--- src/design/ptct_pkg.sv ---
`timescale 1ns / 1ps
// ----------------------------------------------------------------------------
// Pulse target count tracker package
// Shared types and constants for the tracker: command and status codes, the
// per-channel state entry and the result record.
// ----------------------------------------------------------------------------
package ptct_pkg;

	localparam int unsigned CHANNELS_DEF = 1;
	localparam int unsigned CHANNELS_MAX = 8;
	localparam logic [15:0] WINDOW_RESET = 16'd1024;
	localparam logic [15:0] NOT_ARMED_COMPARE = 16'hFFFF;

	typedef enum logic [1:0] {
		OP_START = 2'd0,
		OP_POLL  = 2'd1,
		OP_STOP  = 2'd2
	} op_t;

	typedef enum logic [1:0] {
		ST_OK    = 2'd0,
		ST_PARAM = 2'd1,
		ST_BUSY  = 2'd2
	} status_t;

	typedef struct packed {
		logic [15:0] last_count;
		logic [31:0] pulses_done;
		logic [31:0] pulse_target;
		logic        stop_armed;
		logic        active;
	} entry_t;

	typedef struct packed {
		status_t     status;
		logic [15:0] pulse_delta;
		logic        gen_stopped;
		logic        arm_stop;
		logic [15:0] stop_compare;
		logic        counter_clear;
		logic        halt_timers;
	} result_t;

endpackage

--- src/design/ptct_channels.sv ---
`timescale 1ns / 1ps
// ----------------------------------------------------------------------------
// Pulse target count tracker channels
// Valid/ready channels for commands, results and the configuration write.
// ----------------------------------------------------------------------------
interface ptct_cmd_if;
	logic        valid;
	logic        ready;
	logic [1:0]  op;
	logic [2:0]  channel;
	logic [31:0] target_pulses;
	logic [15:0] counter_sample;
	logic        pwm_enabled;

	modport source (output valid, op, channel, target_pulses, counter_sample, pwm_enabled,
		input ready);
	modport sink (input valid, op, channel, target_pulses, counter_sample, pwm_enabled,
		output ready);
endinterface

interface ptct_rsp_if;
	logic        valid;
	logic        ready;
	logic [1:0]  status;
	logic [15:0] pulse_delta;
	logic        gen_stopped;
	logic        arm_stop;
	logic [15:0] stop_compare;
	logic        counter_clear;
	logic        halt_timers;

	modport source (output valid, status, pulse_delta, gen_stopped, arm_stop, stop_compare,
		counter_clear, halt_timers, input ready);
	modport sink (input valid, status, pulse_delta, gen_stopped, arm_stop, stop_compare,
		counter_clear, halt_timers, output ready);
endinterface

interface ptct_cfg_if;
	logic        valid;
	logic        ready;
	logic [15:0] data;

	modport source (output valid, data, input ready);
	modport sink (input valid, data, output ready);
endinterface

--- src/design/pulse_target_count_tracker_unit.sv ---
`timescale 1ns / 1ps
// ----------------------------------------------------------------------------
// Pulse target count tracker
// Tracks pulse-train channels against absolute pulse targets.
// ----------------------------------------------------------------------------
// Each request is a start, poll or stop command for one channel and yields
// exactly one result. A request is accepted every cycle while the result
// path flows. The channel state memory is read at the accepting edge, and
// the update is registered into the output when the result path advances.
// Back-to-back requests to the same channel are handled by a write bypass.
// The arm window register may be written at any cycle the block is idle.
module pulse_target_count_tracker_unit
	import ptct_pkg::*;
#(
	parameter int unsigned CHANNELS = CHANNELS_DEF
) (
	input logic          clk,
	input logic          arst_n,
	ptct_cmd_if.sink     cmd,
	ptct_rsp_if.source   rsp,
	ptct_cfg_if.sink     cfg
);

	localparam int unsigned CH_W = (CHANNELS > 1) ? $clog2(CHANNELS) : 1;

	logic [15:0] window_q;
	logic        vld_s1;
	logic        in_range_s1;
	logic [1:0]  op_s1;
	logic [2:0]  channel_s1;
	logic [31:0] target_s1;
	logic [15:0] sample_s1;
	logic        enabled_s1;
	logic        out_vld_q;
	result_t     out_q;
	logic        advance;
	logic        accept;
	logic        cmd_in_range;
	entry_t      cur;
	entry_t      nxt;
	logic        upd_wr;
	result_t     res;

	assign cfg.ready    = 1'b1;
	assign advance      = !out_vld_q || rsp.ready;
	assign cmd.ready    = !vld_s1 || advance;
	assign accept       = cmd.valid && cmd.ready;
	assign cmd_in_range = (32'(cmd.channel) < CHANNELS);

	always_ff @(posedge clk or negedge arst_n) begin
		if (!arst_n) begin
			window_q <= WINDOW_RESET;
		end else if (cfg.valid && cfg.ready) begin
			window_q <= cfg.data;
		end
	end

	always_ff @(posedge clk or negedge arst_n) begin
		if (!arst_n) begin
			vld_s1    <= 1'b0;
			out_vld_q <= 1'b0;
		end else begin
			if (cmd.ready) begin
				vld_s1 <= cmd.valid;
			end
			if (advance) begin
				out_vld_q <= vld_s1;
			end
		end
	end

	always_ff @(posedge clk) begin
		if (accept) begin
			in_range_s1 <= cmd_in_range;
			op_s1       <= cmd.op;
			channel_s1  <= cmd.channel;
			target_s1   <= cmd.target_pulses;
			sample_s1   <= cmd.counter_sample;
			enabled_s1  <= cmd.pwm_enabled;
		end
		if (advance && vld_s1) begin
			out_q <= res;
		end
	end

	ptct_state_mem #(
		.CHANNELS(CHANNELS)
	) u_mem (
		.clk     (clk),
		.arst_n  (arst_n),
		.rd_en   (accept && cmd_in_range),
		.rd_addr (cmd.channel[CH_W-1:0]),
		.rd_data (cur),
		.wr_en   (vld_s1 && advance && upd_wr),
		.wr_addr (channel_s1[CH_W-1:0]),
		.wr_data (nxt)
	);

	ptct_update u_update (
		.cur            (cur),
		.in_range       (in_range_s1),
		.op             (op_s1),
		.target_pulses  (target_s1),
		.counter_sample (sample_s1),
		.pwm_enabled    (enabled_s1),
		.window         (window_q),
		.nxt            (nxt),
		.wr             (upd_wr),
		.res            (res)
	);

	assign rsp.valid         = out_vld_q;
	assign rsp.status        = out_q.status;
	assign rsp.pulse_delta   = out_q.pulse_delta;
	assign rsp.gen_stopped   = out_q.gen_stopped;
	assign rsp.arm_stop      = out_q.arm_stop;
	assign rsp.stop_compare  = out_q.stop_compare;
	assign rsp.counter_clear = out_q.counter_clear;
	assign rsp.halt_timers   = out_q.halt_timers;

endmodule

--- src/design/ptct_state_mem.sv ---
`timescale 1ns / 1ps
// ----------------------------------------------------------------------------
// Pulse target count tracker state memory
// Per-channel state memory with a registered read, per-entry valid
// bits for the reset value and a bypass of the most recent write.
// ----------------------------------------------------------------------------
module ptct_state_mem
	import ptct_pkg::*;
#(
	parameter int unsigned CHANNELS = CHANNELS_DEF,
	localparam int unsigned CH_W = (CHANNELS > 1) ? $clog2(CHANNELS) : 1
) (
	input  logic            clk,
	input  logic            arst_n,
	input  logic            rd_en,
	input  logic [CH_W-1:0] rd_addr,
	output entry_t          rd_data,
	input  logic            wr_en,
	input  logic [CH_W-1:0] wr_addr,
	input  entry_t          wr_data
);

	entry_t             mem [CHANNELS];
	logic [CHANNELS-1:0] ent_vld_q;
	entry_t             rd_data_q;
	logic               rd_vld_q;
	logic [CH_W-1:0]    rd_addr_q;
	entry_t             byp_data_q;
	logic [CH_W-1:0]    byp_addr_q;
	logic               byp_vld_q;

	always_ff @(posedge clk) begin
		if (wr_en) begin
			mem[wr_addr] <= wr_data;
		end
		if (rd_en) begin
			rd_data_q <= mem[rd_addr];
			rd_addr_q <= rd_addr;
		end
		if (wr_en) begin
			byp_data_q <= wr_data;
			byp_addr_q <= wr_addr;
		end
	end

	always_ff @(posedge clk or negedge arst_n) begin
		if (!arst_n) begin
			ent_vld_q <= '0;
			rd_vld_q  <= 1'b0;
			byp_vld_q <= 1'b0;
		end else begin
			if (wr_en) begin
				ent_vld_q[wr_addr] <= 1'b1;
				byp_vld_q          <= 1'b1;
			end
			if (rd_en) begin
				rd_vld_q <= ent_vld_q[rd_addr];
			end
		end
	end

	always_comb begin
		if (byp_vld_q && (byp_addr_q == rd_addr_q)) begin
			rd_data = byp_data_q;
		end else if (rd_vld_q) begin
			rd_data = rd_data_q;
		end else begin
			rd_data = '0;
		end
	end

endmodule

--- src/design/ptct_update.sv ---
`timescale 1ns / 1ps
// ----------------------------------------------------------------------------
// Pulse target count tracker update
// Applies one command to a channel entry and forms the result record.
// ----------------------------------------------------------------------------
module ptct_update
	import ptct_pkg::*;
(
	input  entry_t      cur,
	input  logic        in_range,
	input  logic [1:0]  op,
	input  logic [31:0] target_pulses,
	input  logic [15:0] counter_sample,
	input  logic        pwm_enabled,
	input  logic [15:0] window,
	output entry_t      nxt,
	output logic        wr,
	output result_t     res
);

	logic [15:0] raw_delta;
	logic [31:0] rem_before;
	logic [15:0] delta;
	logic [31:0] rem_after;
	logic [31:0] window_ext;

	always_comb begin
		raw_delta  = counter_sample - cur.last_count;
		rem_before = (cur.pulses_done >= cur.pulse_target) ? 32'd0
			: (cur.pulse_target - cur.pulses_done);
		delta      = (rem_before < {16'd0, raw_delta}) ? rem_before[15:0] : raw_delta;
		rem_after  = rem_before - {16'd0, delta};
		window_ext = {16'd0, window};
	end

	always_comb begin
		nxt = cur;
		wr  = 1'b0;
		res = '0;
		res.status = ST_OK;
		if (!in_range) begin
			res.status = ST_PARAM;
		end else begin
			unique case (op)
				OP_START: begin
					if (target_pulses == 32'd0) begin
						res.status = ST_PARAM;
					end else if (cur.active) begin
						res.status = ST_BUSY;
					end else begin
						wr               = 1'b1;
						nxt.last_count   = '0;
						nxt.pulses_done  = '0;
						nxt.pulse_target = target_pulses;
						nxt.active       = 1'b1;
						nxt.stop_armed   = 1'b0;
						res.stop_compare = NOT_ARMED_COMPARE;
						if (target_pulses <= window_ext) begin
							res.stop_compare = target_pulses[15:0];
							res.arm_stop     = 1'b1;
							nxt.stop_armed   = 1'b1;
						end
						res.counter_clear = 1'b1;
					end
				end
				OP_POLL: begin
					if (!cur.active) begin
						res.gen_stopped = !pwm_enabled;
					end else begin
						wr               = 1'b1;
						nxt.last_count   = counter_sample;
						nxt.pulses_done  = cur.pulses_done + {16'd0, delta};
						res.pulse_delta  = delta;
						if (!cur.stop_armed && (rem_after != 32'd0) && (rem_after <= window_ext))
						begin
							res.stop_compare = counter_sample + rem_after[15:0];
							res.arm_stop     = 1'b1;
							nxt.stop_armed   = 1'b1;
						end
						if (!pwm_enabled || (rem_after == 32'd0)) begin
							if (rem_after == 32'd0) begin
								nxt.pulses_done = cur.pulse_target;
							end
							res.halt_timers = 1'b1;
							res.gen_stopped = 1'b1;
							nxt.active      = 1'b0;
							nxt.stop_armed  = 1'b0;
						end
					end
				end
				OP_STOP: begin
					wr = 1'b1;
					if (cur.active) begin
						nxt.last_count   = counter_sample;
						nxt.pulses_done  = cur.pulses_done + {16'd0, delta};
						res.pulse_delta  = delta;
					end
					res.halt_timers = 1'b1;
					res.gen_stopped = 1'b1;
					nxt.active      = 1'b0;
					nxt.stop_armed  = 1'b0;
				end
				default: begin
					res.status = ST_PARAM;
				end
			endcase
		end
	end

endmodule

--- src/flat_wrapper.sv ---
// flat-port wrapper written by rule: the top's interface ports become plain ports
module pulse_target_count_tracker_unit_flat import ptct_pkg::*;
#(
	parameter int unsigned CHANNELS = CHANNELS_DEF
)
  (clk, arst_n, cmd_valid, cmd_op, cmd_channel, cmd_target_pulses, cmd_counter_sample, cmd_pwm_enabled, cmd_ready, rsp_valid, rsp_status, rsp_pulse_delta, rsp_gen_stopped, rsp_arm_stop, rsp_stop_compare, rsp_counter_clear, rsp_halt_timers, rsp_ready, cfg_valid, cfg_data, cfg_ready);
  ptct_cmd_if cmd_i ();
  ptct_rsp_if rsp_i ();
  ptct_cfg_if cfg_i ();
  input logic clk;
  input logic arst_n;
  input wire logic [$bits(cmd_i.valid)-1:0] cmd_valid;
  input wire logic [$bits(cmd_i.op)-1:0] cmd_op;
  input wire logic [$bits(cmd_i.channel)-1:0] cmd_channel;
  input wire logic [$bits(cmd_i.target_pulses)-1:0] cmd_target_pulses;
  input wire logic [$bits(cmd_i.counter_sample)-1:0] cmd_counter_sample;
  input wire logic [$bits(cmd_i.pwm_enabled)-1:0] cmd_pwm_enabled;
  output wire logic [$bits(cmd_i.ready)-1:0] cmd_ready;
  output wire logic [$bits(rsp_i.valid)-1:0] rsp_valid;
  output wire logic [$bits(rsp_i.status)-1:0] rsp_status;
  output wire logic [$bits(rsp_i.pulse_delta)-1:0] rsp_pulse_delta;
  output wire logic [$bits(rsp_i.gen_stopped)-1:0] rsp_gen_stopped;
  output wire logic [$bits(rsp_i.arm_stop)-1:0] rsp_arm_stop;
  output wire logic [$bits(rsp_i.stop_compare)-1:0] rsp_stop_compare;
  output wire logic [$bits(rsp_i.counter_clear)-1:0] rsp_counter_clear;
  output wire logic [$bits(rsp_i.halt_timers)-1:0] rsp_halt_timers;
  input wire logic [$bits(rsp_i.ready)-1:0] rsp_ready;
  input wire logic [$bits(cfg_i.valid)-1:0] cfg_valid;
  input wire logic [$bits(cfg_i.data)-1:0] cfg_data;
  output wire logic [$bits(cfg_i.ready)-1:0] cfg_ready;
  assign cmd_i.valid = cmd_valid;
  assign cmd_i.op = cmd_op;
  assign cmd_i.channel = cmd_channel;
  assign cmd_i.target_pulses = cmd_target_pulses;
  assign cmd_i.counter_sample = cmd_counter_sample;
  assign cmd_i.pwm_enabled = cmd_pwm_enabled;
  assign cmd_ready = cmd_i.ready;
  assign rsp_valid = rsp_i.valid;
  assign rsp_status = rsp_i.status;
  assign rsp_pulse_delta = rsp_i.pulse_delta;
  assign rsp_gen_stopped = rsp_i.gen_stopped;
  assign rsp_arm_stop = rsp_i.arm_stop;
  assign rsp_stop_compare = rsp_i.stop_compare;
  assign rsp_counter_clear = rsp_i.counter_clear;
  assign rsp_halt_timers = rsp_i.halt_timers;
  assign rsp_i.ready = rsp_ready;
  assign cfg_i.valid = cfg_valid;
  assign cfg_i.data = cfg_data;
  assign cfg_ready = cfg_i.ready;
  pulse_target_count_tracker_unit #(.CHANNELS(CHANNELS)) u_core (.clk(clk), .arst_n(arst_n), .cmd(cmd_i), .rsp(rsp_i), .cfg(cfg_i));
endmodule
--- config.mk ---
export PLATFORM = sky130hd
export DESIGN_NAME = pulse_target_count_tracker_unit_flat
export DESIGN_NICKNAME = d
export VERILOG_FILES = /design/src/design/ptct_pkg.sv /design/src/design/ptct_channels.sv /design/src/design/pulse_target_count_tracker_unit.sv /design/src/design/ptct_state_mem.sv /design/src/design/ptct_update.sv /design/src/flat_wrapper.sv
export SDC_FILE = /design/constraint.sdc
export NUM_CORES = 1
export LEC_CHECK = 0
export ABC_AREA = 1
export BUFFER_PORTS_ARGS = -buffer_cell sky130_fd_sc_hd__buf_2
export CAP_MARGIN = 20
export CORE_AREA = 2 2 277 252
export CTS_CLUSTER_DIAMETER = 50
export DETAILED_ROUTE_END_ITERATION = 8
export DIE_AREA = 0 0 279 254
export PLACE_DENSITY_LB_ADDON = 0.2
export RECOVER_POWER = 25
export SYNTH_ARGS = -nofsm -noshare
export SYNTH_HDL_FRONTEND = slang
export SYNTH_SLANG_ARGS = --single-unit
--- constraint.sdc ---
create_clock -name clk -period 10.4 [get_ports clk]
set_input_delay 1.04 -clock clk [delete_from_list [all_inputs] [get_ports clk]]
set_output_delay 1.04 -clock clk [all_outputs]
set_load 0.01 [all_outputs]
Word-level counts from Yosys, hierarchy flattened
Memories as Yosys holds them, arrays and structs flattened. A register that Yosys moved wholly into a read port is not among the register bits.
Index checks and enable logic that the tools add are counted.
Widths: inputs -> output; s select.
{"block": "totals", "reg_bits": 196, "output_inout_bits": 41, "inputBits": 75, "latch_bits": 0, "mem_count": 1, "romBits": 0, "elab_cells": 109, "mem_bits_rw": 82}
{"name": "u_core.u_mem.mem", "words": 1, "word_bits": 82, "read_ports": 1, "rd_clocked_by_memory_dff": 1, "wr": 1, "line": "ptct_state_mem.sv:23", "rtl": "entry_t mem [CHANNELS];"}
{"block": "op_classes", "add_sub_neg": 5, "n_eq_ne": 3, "n_mux": 42, "bitwise": 3, "multipliers": 0, "reduce_logical": 21, "n_shift": 0, "div": 0, "order_cmp": 8}
{"operator": "$mux 82", "count": 5}
{"operator": "$pmux 48 s3", "count": 1}
{"operator": "$mux 32", "count": 4}
{"operator": "$mux 48", "count": 2}
{"operator": "$pmux 17 s2", "count": 2}
{"operator": "$le 32x16->1", "count": 2}
{"operator": "$logic_not 32->1", "count": 2}
{"operator": "$mux 17", "count": 3}
{"operator": "$mux 18", "count": 2}
{"operator": "$add 32x16->32", "count": 1}
{"operator": "$ge 32x32->1", "count": 1}
{"operator": "$lt 32x16->1", "count": 1}
{"operator": "$mux 16", "count": 2}
{"operator": "$reduce_bool 32->1", "count": 1}
{"operator": "$sub 32x16->32", "count": 1}
{"operator": "$sub 32x32->32", "count": 1}
{"operator": "$add 16x16->16", "count": 1}
{"operator": "$sub 16x16->16", "count": 1}
{"operator": "$mux 1", "count": 13}
{"operator": "$logic_and 1x1->1", "count": 8}
{"operator": "$mux 2", "count": 4}
{"operator": "$pmux 2 s3", "count": 1}
{"operator": "$logic_not 1->1", "count": 4}
{"operator": "$pmux 2 s2", "count": 1}
{"operator": "other kinds (14)", "count": 18}

Logic depth before layout (Yosys ltp)
Gate-level depths: netlist of the first run.
{"block": "depth", "depth_word": 16, "depth_mapped": 75, "depth_no_buf": 66}

Modules after synthesis
A second synthesis of the first run with hierarchy kept.
{"block": "unflattened", "hier_cells": 2968, "area_unflattened_um2": 22062.4}
{"module": "ptct_update", "instances": 1, "cells_each": 2158, "area_each_um2": 11228.3, "seq_area_each_um2": 0.0}
{"module": "ptct_state_mem", "instances": 1, "cells_each": 632, "area_each_um2": 7328.3, "seq_area_each_um2": 5059.9}
{"module": "pulse_target_count_tracker_unit", "instances": 1, "cells_each": 178, "area_each_um2": 3505.9, "seq_area_each_um2": 3184.3}

Worst setup path before layout of the first run
No wires, ideal clock.
{"block": "synth_path", "kind": "input to register", "start": "input port rsp_ready", "end": "register u_core.u_mem.rd_vld_q", "n_path_buf": 0, "t_required_ns": 9.933, "cell_stages": 5, "slack_ns": 0.278, "setup_time_ns": 0.467, "t_arrival_ns": 9.656, "path_cell_list": "inv_1 -> nand3_1 -> nand2_1 -> nor4_1 -> a21oi_1"}
{"block": "synth_via", "elab_chain_len": 4}
{"item": "start, declared", "line": "flat_wrapper.sv:27", "rtl": "input wire logic [$bits(rsp_i.ready)-1:0] rsp_ready;"}
{"item": "$logic_or 1x1->1", "line": "pulse_target_count_tracker_unit.sv:45", "rtl": "assign advance = !out_vld_q || rsp.ready;"}
{"item": "$logic_or 1x1->1", "line": "pulse_target_count_tracker_unit.sv:46", "rtl": "assign cmd.ready = !vld_s1 || advance;"}
{"item": "via cmd_ready", "line": "flat_wrapper.sv:18", "rtl": "output wire logic [$bits(cmd_i.ready)-1:0] cmd_ready;"}
{"item": "$logic_and 1x1->1", "line": "pulse_target_count_tracker_unit.sv:47", "rtl": "assign accept = cmd.valid && cmd.ready;"}
{"item": "$logic_and 1x1->1", "line": "pulse_target_count_tracker_unit.sv:91", "rtl": ".rd_en (accept && cmd_in_range),"}
{"item": "via u_core.u_mem.rd_en", "line": "ptct_state_mem.sv:15", "rtl": "input logic rd_en,"}
{"item": "end signal, assigned", "line": "ptct_state_mem.sv:57", "rtl": "rd_vld_q <= ent_vld_q[rd_addr];"}
{"item": "end, declared", "line": "ptct_state_mem.sv:26", "rtl": "logic rd_vld_q;"}
The timed path passes the listed nets, and every way through them passes these cells.
A chain may end at the register's enable or synchronous reset.

==> qor.txt, run 1 <==
Tmin final = 9.559 ns
prevailing post-synth register cell = edfxtp_1
First DRT Iteration DRCs = 1758
Buffers on Ports = 114
Setup crit end kind = register
Congestion Overflow GR = 0
Via Count = 18.76k
die width = 279 um
number of buffers created by CTS = 41
Initial Utilization = 29.69%
Layout Skew = 0.02552 ns
first-pass GRT wire length = 108600 um
Placer Congestion = 0.9022
R2R Setup Slk = 0.84 ns
area leader, netlist = edfxtp_1
post-route setup slack = 0.8406 ns
crit path from = u_core.u_mem.byp_addr_q
Setup CP Type = reg -> reg
# IOs = 116
final wirelength = 72640 um
number of diodes = 0
top post-synthesis cells by area = edfxtp_1 (38%), nand2_1 (10%), ha_1 (8.9%), inv_1 (6.2%), o21ai_0 (5.2%)
Inst Count DP = 3573
dpl hpwl = 54670 um
Routed Antenna Nets = 0
final setup violation count = 0
Yosys cell types = 55
Yosys reg bits = 278
sequential share of the synthesized area = 40.85%
top cell type's share of synthesized area = 38.24%
CTS tree = done
Worst EP arrival = 9.96 ns
run status = completed
Fin. Hold Viols = 0
crit-path max cell delay = 0.47 ns
# clock sinks = 278
Hold/Removal Path Class = reg -> reg
Detailed Routing Iterations Pass 1 = 6
Max VDD drop = 159.9 uV
Post-Syn Area = 0.02018 mm2
Hold Path Origin = u_core.u_mem.byp_data_q[59]
post-synthesis mux area share = 0.05580%
Max-Cap Viols = 0
gr usage total = 20.09%
R2R depth = 44
Fmax = 104.6 MHz
pin count of the biggest net entering global routing = 73
slowest CP cell = o21ai_1
FF-to-FF End = u_core.u_mem.byp_data_q[62]
total die area = 0.07087 mm2
Post-Layout Cell Count = 3663
Fillers = 7187
syn_nets = 2816
simple-gate area share of the yosys netlist = 24.53%
Die Height = 254 um
number of global-route vias before repair = 18.02k
hold buffer count at cts = 0
drt wl/cell = 19.83 um
worst setup path endpoint = u_core.u_mem.byp_data_q[62]
post-synthesis compound-gate area fraction = 13.03%
most frequent cell after synthesis = nand2_1
Worst-path clk slew = 0.06 ns
Syn-to-layout area delta = 17.35%
post-synthesis xor/xnor area fraction = 3.732%
initial antenna violation count = 0
Setup TNS = 0 ns
reg-to-reg startpoint = u_core.u_mem.byp_addr_q
Mean Syn Cell Area = 7.783 um2
worst-margin pin slew = 1.398 ns
Syn. warnings = 0
worst-skew pair later-pin latency = 0.56 ns
nets = 2970
ys async rst share = 7.554%
list of most frequent post-synthesis cells = nand2_1 (556), inv_1 (334), nor2_1 (279)
leakage = 10.74 nW
Final Max Slew Viols = 0
Pwr Total = 6.687 mW
Post-Syn Instances = 2593
total power divided by cell area = 282.4 mW/mm2
area taken by flip-flops and latches = 0.008248 mm2
Post-synth EDFFs = 257
area post-placement = 0.02207 mm2
Tcrit/Tclk final = 91.92%
clock buffer depth = 3
slew margin rel. = 6.814%
Multi-input gate area = 0.01035 mm2
CP Launch Type = register
critical path fanouts, max = 36
Avg Vias per Cell = 5.122
core area = 0.06797 mm2
share of layout cells above drive strength 1 = 11.98%
synthesized-area fraction occupied by adder cells = 9.325%
Crit path required time = 10.80 ns
clk root buf = clkbuf_16
num rows = 91
post-route cell area = 0.02368 mm2
H-tree levels = 2
DR DRC count = 0
largest family of logic cells by synthesized area = simple AND/OR/NAND/NOR gates
Setup WS pre-CTS = -0.1806 ns
[timing repair]
action,CTS,global route
cloned,0,2
pin swaps,1,5
setup endpoints to repair,14,53
hold endpoints to repair,0,0
resized for setup,2,31
setup buffers,2,9
[how the worst min path moves through the flow]
stage | to | slack, ns | cells after the start
5_1_grt | u_core.u_mem.rd_data_q[54] | 0.45 | 0
3_3_place_gp | u_core.u_mem.rd_data_q[2] | 0.43 | 0
6_report | u_core.u_mem.rd_data_q[59] | 0.44 | 0
3_5_place_dp | u_core.u_mem.rd_data_q[67] | 0.43 | 0
2_1_floorplan | u_core.u_mem.byp_addr_q | 0.42 | 0
4_1_cts | u_core.u_mem.rd_data_q[59] | 0.44 | 0
[through the flow]
stage          hold slack (ns)  utilization (%)
6_report                0.4383            34.84
5_1_grt                 0.4499            34.84
4_1_cts                 0.4409            34.55
3_5_place_dp            0.4317            32.46
3_3_place_gp            0.4273            32.45
2_1_floorplan           0.4208                -
[state kept, by name (all words and copies together), names as in the netlist, 2 cells and up]
name / count
u_core.op_s1: 2
u_core.window_q: 16
u_core.u_mem.mem: 4
u_core.u_mem.rd_data_q: 82
u_core.target_s1: 32
u_core.rsp.status: 2
u_core.sample_s1: 16
u_core.rsp.stop_compare: 16
u_core.rsp.pulse_delta: 16
u_core.u_mem.byp_data_q: 78
[routing by layer]
layer	vias to the layer above	track usage (%)	routed length (um)	share of wire [%]
met5	-	0	0	0
met4	0	7.158	2543	3.5
met3	136	2.924	4541	6.3
met2	624	32.83	32760	45
met1	8942	27.06	32800	45
li1	9059	-	-	-
[logic make-up (layout without fill, tap and decap cells)]
logic type	count (synthesis)	after routing
buffers and inverters	443	629
AND/OR/NAND/NOR	1151	1152
XOR/XNOR	86	86
multiplexers	1	1
other	1	1
AO/OA/AOI/OAI	485	485
flip-flops	278	278
adder cells (fa/ha/maj)	148	148
[cell type report]
cell class                      count  area share (%)
Clock buffer                       47           4.607
Inverter                          358           5.738
Multi-Input combinational cell   1873           43.69
Clock inverter                     29           1.273
Timing Repair Buffer              195           5.194
Sequential cell                   278           34.83
Tap cell                          883           4.665
[critical path: cells and delay by family (launching register included)]
| family | cells | cell delay (ns) |
|---|---|---|
| compound gates | 15 | 3.34 |
| simple gates | 16 | 2.78 |
| fa+ha+maj | 4 | 1.21 |
| buf+inv | 7 | 1.14 |
| xor+xnor | 2 | 0.46 |
| flops | 1 | 0.42 |
[cell usage in the layout (no fill, tap or decap), drive strengths merged, types with 19 or more instances in the layout]
master,n
a21oi,184
buf,192
clkbuf,50
dfrtp,20
edfxtp,257
ha,144
inv,363
nand2,571
nand3,175
nand4,56
nor2,282
nor3,26
o21a,19
o21ai,231
xnor2,21
xor2,65
[report_power, final]
| part | leakage (nW) | switching, mW | total [mW] | internal [mW] |
|---|---|---|---|---|
| clock network | 0.663 | 0.569 | 1.44 | 0.867 |
| registers | 2.64 | 0.0453 | 1.36 | 1.31 |
| logic | 7.44 | 2.60 | 3.89 | 1.30 |
| total | 10.7 | 3.21 | 6.69 | 3.48 |
Note: power is estimated with default switching activity, not from simulation.
==> run 2: changes to the inputs <==
--- a/config.mk
+++ b/config.mk
@@ -8,10 +8,12 @@
 export ABC_AREA = 1
 export BUFFER_PORTS_ARGS = -buffer_cell sky130_fd_sc_hd__buf_2
 export CAP_MARGIN = 20
-export CORE_AREA = 2 2 277 252
+export CELL_PAD_IN_SITES_DETAIL_PLACEMENT = 1
+export CELL_PAD_IN_SITES_GLOBAL_PLACEMENT = 1
+export CORE_AREA = 5 5 280 255
 export CTS_CLUSTER_DIAMETER = 50
 export DETAILED_ROUTE_END_ITERATION = 8
-export DIE_AREA = 0 0 279 254
+export DIE_AREA = 0 0 285 260
 export PLACE_DENSITY_LB_ADDON = 0.2
 export RECOVER_POWER = 25
 export SYNTH_ARGS = -nofsm -noshare
==> run 2 against run 1 <==
Effect of this change:
- register-to-register slack got worse by 0.15 ns
- via count rose by 1.5%
- cell area rose by 0.54%
- sequential share of layout area fell by 0.20 points
- core utilization rose by 0.19 points
- non-clock buffer count fell by 3
- critical endpoint is now u_core.rsp.stop_compare[6]
- total power rose by 3.1%
- cell count barely moved
- sequential power barely moved
- critical path type unchanged
- clock power rose by 6%
==> qor.txt, run 2 (synthesized netlist as in run 1, its figures left out) <==
Buffers on Ports = 114 (unchanged)
Most flops, register = u_core.u_mem.rd_data_q (unchanged)
number of global-route vias before repair = 19.91k (was 18.02k)
Via Count = 19.04k (was 18.76k)
slew margin rel. = 10.80% (was 6.814%)
gr usage total = 21.12% (was 20.09%)
Fillers = 8194 (was 7187)
drt wl/cell = 22.19 um (was 19.83 um)
first-pass GRT wire length = 120800 um (was 108600 um)
# clock sinks = 278 (unchanged)
FF-to-FF End = u_core.rsp.stop_compare[6] (was u_core.u_mem.byp_data_q[62])
critical path fanouts, max = 38 (was 36)
number of diodes = 0 (unchanged)
final setup violation count = 0 (unchanged)
core area = 0.06797 mm2 (unchanged)
total die area = 0.07410 mm2 (was 0.07087 mm2)
Syn-to-layout area delta = 17.98% (was 17.35%)
# IOs = 116 (unchanged)
CTS tree = done (unchanged)
leakage = 10.82 nW (was 10.74 nW)
pin count of the biggest net entering global routing = 76 (was 73)
num rows = 91 (unchanged)
Multi-input gate area = 0.01034 mm2 (was 0.01035 mm2)
critical path depth = 55 (was 44)
Hold/Removal Path Class = reg -> reg (unchanged)
most used cell, CP = nand2_1
commonest non-fill, non-tap cell in the layout = nand2_1 (unchanged)
Finished Core Util = 35.03% (was 34.84%)
Tmin final = 9.705 ns (was 9.559 ns)
CP delay by family, top = simple AND/OR/NAND/NOR gates (was compound AO/OA/AOI/OAI gates)
crit-path max cell delay = 0.42 ns (was 0.47 ns)
Setup TNS = 0 ns (unchanged)
share of layout cells above drive strength 1 = 11.93% (was 11.98%)
Pwr Total = 6.894 mW (was 6.687 mW)
Tcrit/Tclk final = 93.31% (was 91.92%)
area taken by flip-flops and latches = 0.008245 mm2 (was 0.008248 mm2)
Setup CP Type = reg -> reg (unchanged)
worst-margin pin slew = 1.338 ns (was 1.398 ns)
Buf+Inv Stages, Crit Path = 14 (was 7)
run status = completed (unchanged)
nets = 2970 (unchanged)
Worst-path clk slew = 0.06 ns (about the same)
total power divided by cell area = 289.6 mW/mm2 (was 282.4 mW/mm2)
Max VDD drop = 142.3 uV (was 159.9 uV)
R2R depth = 55 (was 44)
Detailed Routing Iterations Pass 1 = 5 (was 6)
Die Height = 260 um (was 254 um)
crit path from = u_core.u_mem.rd_addr_q (was u_core.u_mem.byp_addr_q)
clk root buf = clkbuf_16 (unchanged)
clock buffer depth = 3 (unchanged)
Avg Vias per Cell = 5.194 (was 5.122)
area post-placement = 0.02208 mm2 (was 0.02207 mm2)
most frequent cells in the layout = nand2_1 (555), inv_1 (330), nor2_1 (277), edfxtp_1 (257), o21ai_0 (191) (was nand2_1 (555), inv_1 (331), nor2_1 (278), edfxtp_1 (257), o21ai_0 (195))
Crit path required time = 10.72 ns (was 10.80 ns)
hold buffer count at cts = 0 (unchanged)
post-route cell area = 0.02381 mm2 (was 0.02368 mm2)
Final Max Slew Viols = 0 (unchanged)
Routed Antenna Nets = 0 (unchanged)
Fmax = 103.0 MHz (was 104.6 MHz)
number of buffers created by CTS = 44 (was 41)
slowest CP cell = edfxtp_1 (was o21ai_1)
Layout Skew = 0.02531 ns (was 0.02552 ns)
dpl hpwl = 61470 um (was 54670 um)
CP Launch Type = register (unchanged)
Worst EP arrival = 10.03 ns (was 9.96 ns)
worst setup path endpoint = u_core.rsp.stop_compare[6] (was u_core.u_mem.byp_data_q[62])
Placer Congestion = 0.9365 (was 0.9022)
Fin. Hold Viols = 0 (unchanged)
top flop regs = u_core.u_mem.rd_data_q: 82 flops, u_core.u_mem.byp_data_q: 78 flops, u_core.target_s1: 32 flops (unchanged)
R2R Setup Slk = 0.70 ns (was 0.84 ns)
die width = 285 um (was 279 um)
initial antenna violation count = 2 (was 0)
H-tree levels = 2 (unchanged)
worst-skew pair later-pin latency = 0.58 ns (was 0.56 ns)
Congestion Overflow GR = 0 (unchanged)
smallest hold slack = 0.4445 ns (was 0.4383 ns)
Setup crit end kind = register (unchanged)
final wirelength = 81350 um (was 72640 um)
max FFs per register = 82 (unchanged)
Initial Utilization = 29.69% (unchanged)
reg-to-reg startpoint = u_core.u_mem.rd_addr_q (was u_core.u_mem.byp_addr_q)
Max-Cap Viols = 0 (unchanged)
First DRT Iteration DRCs = 1246 (was 1758)
DR DRC count = 0 (unchanged)
-- run 2: area by class of cell --
cell class                      instances  area share, %
Inverter                              358          5.707
Tap cell                              883          4.640
Timing Repair Buffer                  192          5.208
Sequential cell                       278          34.63
Clock buffer                           51          4.914
Multi-Input combinational cell       1873          43.43
Clock inverter                         31          1.471
-- run 2: per-stage QoR --
stage	cells	setup slack, ns
finish	3666	0.6953
global route	3666	-0.03689
CTS	3660	0.05983
detailed placement	3572	-0.2883
global placement	3571	-0.007149
floorplan	2593	0.2778
-- run 2: routing by layer --
metal	global-route usage [%]	share of wire, %
met1	27.53	45
met2	36.47	48
met3	2.910	4.3
met4	6.696	3.4
met5	0	0.0086
-- run 2: power breakdown --
group          internal [mW]  total (mW)  switching [mW]
sequential              1.31        1.35          0.0424
combinational           1.31        4.01            2.70
clock                  0.946        1.53           0.588
-- run 2: worst min-delay path by stage --
stage                     depth (start not counted)                          to                         from
after global routing                              0  u_core.u_mem.rd_data_q[21]  u_core.u_mem.byp_data_q[21]
after global placement                            0  u_core.u_mem.rd_data_q[65]      u_core.u_mem.mem[0][65]
after floorplan                                   0     u_core.u_mem.byp_addr_q         u_core.channel_s1[0]
final                                             0  u_core.u_mem.rd_data_q[37]  u_core.u_mem.byp_data_q[37]
after CTS                                         1          u_core.window_q[0]                       arst_n
after detailed placement                          0  u_core.u_mem.rd_data_q[49]  u_core.u_mem.byp_data_q[49]
-- run 2: worst register-to-register path: cells and delay by family (launching register included) --
kind,cells,cell delay [ns]
xor+xnor,1,0.42
simple gates,27,3.59
fa+ha+maj,4,1.30
buf+inv,14,2.13
compound gates,9,1.60
flops,1,0.42
-- run 2: timing repair --
item,4_1_cts,5_1_grt
gates cloned,0,2
gates resized for setup,4,28
setup endpoints to repair,26,53
setup buffers,6,4
pin swaps,2,2
